**src/kpm_pkg.sv**
```systemverilog
// kpm_pkg: shared types and constants of the k-way position merge
// used by kpm_front, kpm_back and kway_position_merge
`default_nettype none
package kpm_pkg;

    // stream bus widths
    localparam int SDATA_W = 136;
    localparam int MDATA_W = 136;
    localparam int ROW_W   = 128;

    // configuration port
    localparam int  PADDR_W            = 3;
    localparam logic REG_ACTIVE_STREAMS = 1'b0;
    localparam logic [4:0] ACTIVE_RESET = 5'd16;

    // classified item kinds
    typedef enum logic [1:0] {
        OP_RECORD,
        OP_END,
        OP_SKIP
    } op_kind_t;

    typedef struct packed {
        op_kind_t     kind;
        logic [3:0]   idx;
        logic [62:0]  node;
        logic         rev;
        logic [31:0]  offset;
        logic [31:0]  tag;
    } kpm_item_t;

    // queue head seen by the back end
    typedef struct packed {
        logic      valid;
        kpm_item_t item;
    } kpm_q_t;

    typedef enum logic [2:0] {
        ST_IDLE,
        ST_CHECK,
        ST_SCAN,
        ST_DRAIN,
        ST_EMIT,
        ST_DONE
    } kpm_state_t;

endpackage
`default_nettype wire

```
**src/kway_position_merge.sv**
```systemverilog
// kway_position_merge: top level of the k-way position merge
// depends on kpm_pkg, kpm_front and kpm_back
//
// Merges up to STREAMS presorted record streams into one stream ordered by
// node id, then strand, then offset; ties go to the lowest stream index. Send
// one record per stream (s_tlast high marks a stream's end); once every active
// stream holds a head or has ended, the smallest head comes out with its
// source stream so that stream can be refilled, and when all have ended a
// result with m_tuser high (done) comes out and the state is cleared. A small
// two-item queue decouples input acceptance from the merge engine and registers
// each accepted item. The engine takes an item in idle and checks; it returns
// to idle when no result follows, emits the done result from the done state,
// or scans, drains and emits a record. The sequential scan reads one stream
// head per cycle from the head store through a single comparator; a result
// waiting on m_tready stalls the engine until accepted.
`default_nettype none
module kway_position_merge
    import kpm_pkg::*;
#(
    parameter int STREAMS = 16
) (
    input  wire logic               aclk,
    input  wire logic               aresetn,
    // apb configuration
    input  wire logic               psel,
    input  wire logic               penable,
    input  wire logic               pwrite,
    input  wire logic [PADDR_W-1:0] paddr,
    input  wire logic [31:0]        pwdata,
    output logic [31:0]             prdata,
    output logic                    pready,
    // input: stream_index, node_id, reverse, offset, record_tag, zero fill
    input  wire logic               s_tvalid,
    output logic                    s_tready,
    input  wire logic [SDATA_W-1:0] s_tdata,
    input  wire logic               s_tlast,   // stream_end
    // output: merged_node_id, merged_reverse, merged_offset, merged_tag,
    // source_stream, zero fill
    output logic                    m_tvalid,
    input  wire logic               m_tready,
    output logic [MDATA_W-1:0]      m_tdata,
    output logic                    m_tuser    // merge_done
);

    localparam int IW = (STREAMS > 1) ? $clog2(STREAMS) : 1;
    localparam int CW = $clog2(STREAMS + 1);

    logic [4:0]    active_reg;
    logic [CW-1:0] live_n;
    kpm_q_t        q_head;
    logic          q_pop;

    // configuration register
    always_ff @(posedge aclk) begin
        if (!aresetn) begin
            active_reg <= ACTIVE_RESET;
        end else if (psel && penable && pwrite && pready
                     && paddr[2] == REG_ACTIVE_STREAMS) begin
            active_reg <= pwdata[4:0];
        end
    end

    assign pready = 1'b1;
    assign prdata = (paddr[2] == REG_ACTIVE_STREAMS) ? {27'd0, active_reg} : 32'd0;

    // clamp the active count to 1..STREAMS
    always_comb begin
        if (active_reg == 5'd0) begin
            live_n = CW'(1);
        end else if (32'(active_reg) > STREAMS) begin
            live_n = CW'(STREAMS);
        end else begin
            live_n = CW'(active_reg);
        end
    end

    kpm_front #(
        .CW(CW)
    ) u_front (
        .aclk     (aclk),
        .aresetn  (aresetn),
        .s_tvalid (s_tvalid),
        .s_tready (s_tready),
        .s_tdata  (s_tdata),
        .s_tlast  (s_tlast),
        .live_n   (live_n),
        .q_pop    (q_pop),
        .q_head   (q_head)
    );

    kpm_back #(
        .STREAMS (STREAMS),
        .IW      (IW),
        .CW      (CW)
    ) u_back (
        .aclk     (aclk),
        .aresetn  (aresetn),
        .live_n   (live_n),
        .q_head   (q_head),
        .q_pop    (q_pop),
        .m_tvalid (m_tvalid),
        .m_tready (m_tready),
        .m_tdata  (m_tdata),
        .m_tuser  (m_tuser)
    );

endmodule
`default_nettype wire

```
**src/kpm_front.sv**
```systemverilog
// kpm_front: accepts input items, classifies them and queues them
// depends on kpm_pkg
`default_nettype none
module kpm_front
    import kpm_pkg::*;
#(
    parameter int CW = 5
) (
    input  wire logic               aclk,
    input  wire logic               aresetn,
    input  wire logic               s_tvalid,
    output logic                    s_tready,
    input  wire logic [SDATA_W-1:0] s_tdata,
    input  wire logic               s_tlast,
    input  wire logic [CW-1:0]      live_n,
    input  wire logic               q_pop,
    output kpm_q_t                  q_head
);

    kpm_item_t  fifo_reg [2];
    logic       wr_ptr_reg, wr_ptr_next;
    logic       rd_ptr_reg, rd_ptr_next;
    logic [1:0] cnt_reg, cnt_next;
    kpm_item_t  item;
    logic       push;
    logic       pop;

    // classify the incoming item
    always_comb begin
        item.idx    = s_tdata[3:0];
        item.node   = s_tdata[66:4];
        item.rev    = s_tdata[67];
        item.offset = s_tdata[99:68];
        item.tag    = s_tdata[131:100];
        if ((CW+4)'(s_tdata[3:0]) >= (CW+4)'(live_n)) begin
            item.kind = OP_SKIP;
        end else if (s_tlast) begin
            item.kind = OP_END;
        end else begin
            item.kind = OP_RECORD;
        end
    end

    assign s_tready = (cnt_reg != 2'd2);
    assign push     = s_tvalid && s_tready;
    assign pop      = q_pop && (cnt_reg != 2'd0);

    assign q_head.valid = (cnt_reg != 2'd0);
    assign q_head.item  = fifo_reg[rd_ptr_reg];

    // queue pointers
    always_comb begin
        wr_ptr_next = push ? ~wr_ptr_reg : wr_ptr_reg;
        rd_ptr_next = pop ? ~rd_ptr_reg : rd_ptr_reg;
        cnt_next    = cnt_reg + {1'b0, push} - {1'b0, pop};
    end

    always_ff @(posedge aclk) begin
        if (!aresetn) begin
            wr_ptr_reg <= 1'b0;
            rd_ptr_reg <= 1'b0;
            cnt_reg    <= 2'd0;
        end else begin
            wr_ptr_reg <= wr_ptr_next;
            rd_ptr_reg <= rd_ptr_next;
            cnt_reg    <= cnt_next;
        end
    end

    // queue storage
    always_ff @(posedge aclk) begin
        if (push) begin
            fifo_reg[wr_ptr_reg] <= item;
        end
    end

endmodule
`default_nettype wire

```
**src/kpm_back.sv**
```systemverilog
// kpm_back: head store, readiness check, sequential minimum scan and result register
// depends on kpm_pkg
`default_nettype none
module kpm_back
    import kpm_pkg::*;
#(
    parameter int STREAMS = 16,
    parameter int IW      = 4,
    parameter int CW      = 5
) (
    input  wire logic               aclk,
    input  wire logic               aresetn,
    input  wire logic [CW-1:0]      live_n,
    input  wire kpm_q_t             q_head,
    output logic                    q_pop,
    output logic                    m_tvalid,
    input  wire logic               m_tready,
    output logic [MDATA_W-1:0]      m_tdata,
    output logic                    m_tuser
);

    kpm_state_t state_reg, state_next;

    logic [ROW_W-1:0]   head_mem [STREAMS];
    logic [ROW_W-1:0]   rd_row_reg;
    logic [STREAMS-1:0] valid_reg;
    logic [STREAMS-1:0] fin_reg;
    logic [STREAMS-1:0] active_mask;

    logic [CW-1:0]      rd_idx_reg;
    logic [IW-1:0]      cmp_idx_reg;
    logic               cmp_en_reg;
    logic [IW-1:0]      best_idx_reg;
    logic [ROW_W-1:0]   best_row_reg;
    logic               any_reg;

    logic               m_tvalid_reg;
    logic [MDATA_W-1:0] m_data_reg;
    logic               m_user_reg;

    logic               out_free;
    logic               all_ready;
    logic               any_valid;
    logic               rd_en;
    logic               take;
    logic               emit_rec;
    logic               emit_done;
    logic [IW-1:0]      q_idx;
    logic               better;

    // active streams mask
    for (genvar g = 0; g < STREAMS; g++) begin : g_mask
        assign active_mask[g] = (CW'(g) < live_n);
    end

    assign all_ready = &(valid_reg | fin_reg | ~active_mask);
    assign any_valid = |(valid_reg & active_mask);
    assign out_free  = !m_tvalid_reg || m_tready;
    assign q_idx     = IW'(q_head.item.idx);
    assign better    = !any_reg || (rd_row_reg[ROW_W-1:32] < best_row_reg[ROW_W-1:32]);

    // next state
    always_comb begin
        state_next = state_reg;
        case (state_reg)
            ST_IDLE:  if (q_head.valid) state_next = ST_CHECK;
            ST_CHECK: begin
                if (!all_ready) begin
                    state_next = ST_IDLE;
                end else if (!any_valid) begin
                    state_next = ST_DONE;
                end else begin
                    state_next = ST_SCAN;
                end
            end
            ST_SCAN:  if (rd_idx_reg == live_n - CW'(1)) state_next = ST_DRAIN;
            ST_DRAIN: state_next = ST_EMIT;
            ST_EMIT:  if (out_free) state_next = ST_IDLE;
            ST_DONE:  if (out_free) state_next = ST_IDLE;
            default:  state_next = ST_IDLE;
        endcase
    end

    // control outputs
    always_comb begin
        take      = 1'b0;
        rd_en     = 1'b0;
        emit_rec  = 1'b0;
        emit_done = 1'b0;
        case (state_reg)
            ST_IDLE: take      = q_head.valid;
            ST_SCAN: rd_en     = 1'b1;
            ST_EMIT: emit_rec  = out_free;
            ST_DONE: emit_done = out_free;
            default: ;
        endcase
    end

    assign q_pop = take;

    always_ff @(posedge aclk) begin
        if (!aresetn) begin
            state_reg <= ST_IDLE;
        end else begin
            state_reg <= state_next;
        end
    end

    // head and end flags
    always_ff @(posedge aclk) begin
        if (!aresetn) begin
            valid_reg <= '0;
            fin_reg   <= '0;
        end else if (emit_done) begin
            valid_reg <= '0;
            fin_reg   <= '0;
        end else if (emit_rec) begin
            valid_reg[best_idx_reg] <= 1'b0;
        end else if (take) begin
            if (q_head.item.kind == OP_END) begin
                fin_reg[q_idx] <= 1'b1;
            end else if (q_head.item.kind == OP_RECORD && !valid_reg[q_idx]
                         && !fin_reg[q_idx]) begin
                valid_reg[q_idx] <= 1'b1;
            end
        end
    end

    // head store, written on a record and read by the scan
    always_ff @(posedge aclk) begin
        if (take && q_head.item.kind == OP_RECORD && !valid_reg[q_idx]
            && !fin_reg[q_idx]) begin
            head_mem[q_idx] <= {q_head.item.node, q_head.item.rev,
                                q_head.item.offset, q_head.item.tag};
        end
        if (rd_en) begin
            rd_row_reg <= head_mem[rd_idx_reg[IW-1:0]];
        end
    end

    // scan counter and compare stage
    always_ff @(posedge aclk) begin
        if (!aresetn) begin
            rd_idx_reg <= '0;
            cmp_en_reg <= 1'b0;
            any_reg    <= 1'b0;
        end else begin
            cmp_en_reg <= rd_en;
            if (state_reg == ST_CHECK) begin
                rd_idx_reg <= '0;
                any_reg    <= 1'b0;
            end else begin
                if (rd_en) begin
                    rd_idx_reg <= rd_idx_reg + CW'(1);
                end
                if (cmp_en_reg && valid_reg[cmp_idx_reg] && better) begin
                    any_reg <= 1'b1;
                end
            end
        end
    end

    always_ff @(posedge aclk) begin
        cmp_idx_reg <= rd_idx_reg[IW-1:0];
        if (cmp_en_reg && valid_reg[cmp_idx_reg] && better) begin
            best_idx_reg <= cmp_idx_reg;
            best_row_reg <= rd_row_reg;
        end
    end

    // result register
    always_ff @(posedge aclk) begin
        if (!aresetn) begin
            m_tvalid_reg <= 1'b0;
        end else if (emit_rec || emit_done) begin
            m_tvalid_reg <= 1'b1;
        end else if (m_tready) begin
            m_tvalid_reg <= 1'b0;
        end
    end

    always_ff @(posedge aclk) begin
        if (emit_done) begin
            m_data_reg <= '0;
            m_user_reg <= 1'b1;
        end else if (emit_rec) begin
            m_data_reg <= {4'd0, 4'(best_idx_reg), best_row_reg[31:0],
                           best_row_reg[63:32], best_row_reg[64], best_row_reg[127:65]};
            m_user_reg <= 1'b0;
        end
    end

    assign m_tvalid = m_tvalid_reg;
    assign m_tdata  = m_data_reg;
    assign m_tuser  = m_user_reg;

endmodule
`default_nettype wire

```
**config.mk**
```make
export PLATFORM = sky130hd
export DESIGN_NAME = kway_position_merge
export DESIGN_NICKNAME = d
export VERILOG_FILES = /design/src/kpm_pkg.sv /design/src/kway_position_merge.sv /design/src/kpm_front.sv /design/src/kpm_back.sv
export SDC_FILE = /design/constraint.sdc
export NUM_CORES = 2
export LEC_CHECK = 0
export BUFFER_PORTS_ARGS = -buffer_cell sky130_fd_sc_hd__buf_4
export CAP_MARGIN = 20
export CELL_PAD_IN_SITES_DETAIL_PLACEMENT = 1
export CELL_PAD_IN_SITES_GLOBAL_PLACEMENT = 1
export CORE_ASPECT_RATIO = 1.4
export CORE_MARGIN = 3
export CORE_UTILIZATION = 53
export DETAILED_ROUTE_END_ITERATION = 10
export GPL_TIMING_DRIVEN = 0
export PLACE_DENSITY_LB_ADDON = 0.08
export SLEW_MARGIN = 10
export SYNTH_ARGS = -nofsm -noshare
export SYNTH_HDL_FRONTEND = slang
export SYNTH_SLANG_ARGS = --single-unit
export TNS_END_PERCENT = 5
```
**constraint.sdc**
```tcl
create_clock -name aclk -period 19.7 [get_ports aclk]
set_input_delay 1.97 -clock aclk [delete_from_list [all_inputs] [get_ports aclk]]
set_output_delay 1.97 -clock aclk [all_outputs]
set_load 0.01 [all_outputs]
```
==> impl_metrics.yaml <==
outcome:
  run_status: "finished, final reports clean"
route:
  drc: 0
  drt_iter0_markers: 5823
  vias: 52100
  detail_route.wirelength_um: 285000
  avgViaCountPerCell: 6.24
  postRouteAntennaNets: 0
  first_pass_iters: 6
  wire_per_inst_um: 34.1
pwr:
  total_power_mw: 13.0
  p_leak_nw: 39.7
  clockPowerShare_pct: 38.9
  p_sw_share_pct: 22.5
  switchingPower_mw: 2.93
  irDropWorstVdd_mv: 0.0793
  p_seq_share_pct: 53.7
  pwr-share-comb_pct: 7.5
  power.density_mw_per_mm2: 107
  internal_power_mw: 10.1
cts:
  h-tree-depth: 5
  cts_tree: "done"
  post_cts_resized: 0
  ctsHoldBuffers: 0
  clock_path_buffers: 4
  cts_root_buf: "clkbuf_16"
  cts_sinks: 2766
  cts_buffers: 270
  post_cts_buffers: 0
  clk_pin_slew_ns: 0.06
  clk_latency_ns: 0.83
final_layout:
  fin_util_pct: 62.9
  design_area_mm2: 0.122
  nFillCells: 15800
  final_common_cell: "edfxtp_1"
  finalNetCount: 5815
  layout_common_cells: "edfxtp_1 (2576), mux4_2 (645), buf_4 (318)"
  largest_reg_flops: 2048
  layout.cells.non_filler: 8349
  drive_gt1_share_pct: 30.4
  syn_to_final_growth_pct: 17.5
worst_setup_path:
  worst_ep_arrival_time_ns: 5.39
  crit_type: "reg -> reg"
  worstPathRequired_ns: 20.21
  path_max_fanout: 17
  start_kind: "flop"
  endpoint_kind: "flop"
synth:
  ys_warn_count: 0
  synth.distinct_cells: 68
  synth-edff-count: 2576
  postSynth.asyncResetShare_pct: 0
  synth_seq_area_share_pct: 77.9
  syn_area_mm2: 0.104
  synthFlopType: "edfxtp_1"
  synthCells: 4746
  postSynthRegisterBits: 2766
  syn_avg_cell_area_um2: 21.9
sta:
  period_minus_slack_ns: 4.88
  final_max_slew_viol_count: 0
  fmax_mhz: 205
  hold_viol_final: 0
  setup_viol: 0
  grt_setup_unrepaired: "false"
  post-route-period-util_pct: 24.8
  slew_headroom_pct: 17.3
  skew_ns: 0.0440
  setup_slack_ns: 14.82
  timing_worst_slew_pin_value_ns: 1.23
floorplanning:
  fp.dieH_um: 530
  core-area_mm2: 0.194
  die_w_um: 381
  start_util_pct: 53.6
  io_pins: 351
  dieArea_mm2: 0.202
  rows: 191
place:
  portBuffers: 285
  dpl.cell_count: 7850
  dpl-instance-area_mm2: 0.114
  pre_cts_ws_ns: 14.45
  place_congestion: 0.830
  dpl.hpwl_um: 192000
global_route:
  antenna_found_initial: 14
  overflow: 0
  grt_pass1_vias: 54600
  grt_max_degree: 40
  grtUsageTotal_pct: 28.3
  grt_pass1_wl_um: 402000
run:
  cap_violations: 0
hold_path:
  hold_path.class: "reg -> reg"
[cells in the mapped netlist (8+ instances only)]
cell	instances	area, um2
nor2b_1	13	81.3
o21ai_0	77	385
mux2i_1	9	90.1
o31ai_1	97	728
mux2_2	128	1440
a21oi_1	50	250
nand4_1	19	119
inv_1	110	413
dfxtp_1	190	3800
clkbuf_1	160	601
nor3_1	11	55.1
buf_2	27	135
nand2_1	195	732
nor2_1	83	312
mux4_2	645	14500
o21a_1	8	60.1
edfxtp_1	2576	77400
buf_1	31	116
a21o_1	17	128
nand3_1	12	60.1
and2_1	8	50.1
ha_1	104	1300
a211oi_1	8	60.1
nand2b_1	15	93.8
buf_4	32	240
o22ai_1	29	181
[worst paths after layout]
path / start / endpoint / slack, ns / cells past startpoint
worst min register to register: u_back.rd_idx_reg[2] / u_back.cmp_idx_reg[2] / 0.35 / 0
worst max-delay path: u_front.fifo_reg[1][129] / u_back.head_mem[2][91] / 14.82 / 11
worst min-delay path: u_back.rd_idx_reg[2] / u_back.cmp_idx_reg[2] / 0.35 / 0
worst max register to register: u_front.fifo_reg[1][129] / u_back.head_mem[2][91] / 14.82 / 11
[power by group through the flow]
stage               Clock [mW]  Combinational, mW  Sequential (mW)
CTS                       5.15              0.975             6.99
global placement             0              0.850             7.18
floorplan                    0              0.482             7.13
finish                    5.06              0.974             6.99
global route              5.37               1.05             7.00
detailed placement           0              0.972             7.12
[kinds of logic after synthesis]
family          after synthesis  synth area share (%)
xor+xnor                     13                 0.109
other cells                   2               0.00721
simple gates                394                  1.73
compound gates              323                  2.07
flops                      2766                  77.9
fa+ha+maj                   105                  1.26
buf+inv                     361                  1.46
mux                         782                  15.4
[layout make-up]
class | count | area, um2 | area share [%]
Timing Repair Buffer | 484 | 6100 | 4.99
Antenna cell | 7 | 17.5 | 0.0143
Tap cell | 2605 | 3260 | 2.67
Multi-Input combinational cell | 1649 | 21700 | 17.7
Buffer | 251 | 1130 | 0.927
Clock inverter | 128 | 1130 | 0.924
Inverter | 110 | 413 | 0.338
Sequential cell | 2766 | 81200 | 66.4
Clock buffer | 349 | 7380 | 6.03
[critical path, cell delays in order, from the launching register on]
cell and delay (ns):
edfxtp_1 0.50, a32oi_2 0.83, o22ai_1 0.21, or3_1 0.45, a31oi_4 0.41, nand2_4 0.22, nor2_4 0.76, buf_12 0.27
buf_12 0.22, buf_12 0.21, buf_16 0.19, buf_16 0.18
[metrics by stage]
step,hold WS (ns),setup TNS [ns]
6_report,0.350,0
2_1_floorplan,0.329,0
5_1_grt,0.363,0
3_5_place_dp,0.346,0
4_1_cts,0.351,0
3_3_place_gp,0.331,-468.58
[layer usage]
| metal | vias up | global-route usage (%) | share of wire (%) |
|---|---|---|---|
| met5 | - | 0 | 0.0081 |
| met1 | 28000 | 38.5 | 39 |
| met2 | 2429 | 47.3 | 50 |
| li1 | 21200 | - | - |
| met4 | 4 | 7.45 | 2.7 |
| met3 | 443 | 5.60 | 8.3 |
Note: power is estimated with default switching activity, not from simulation.
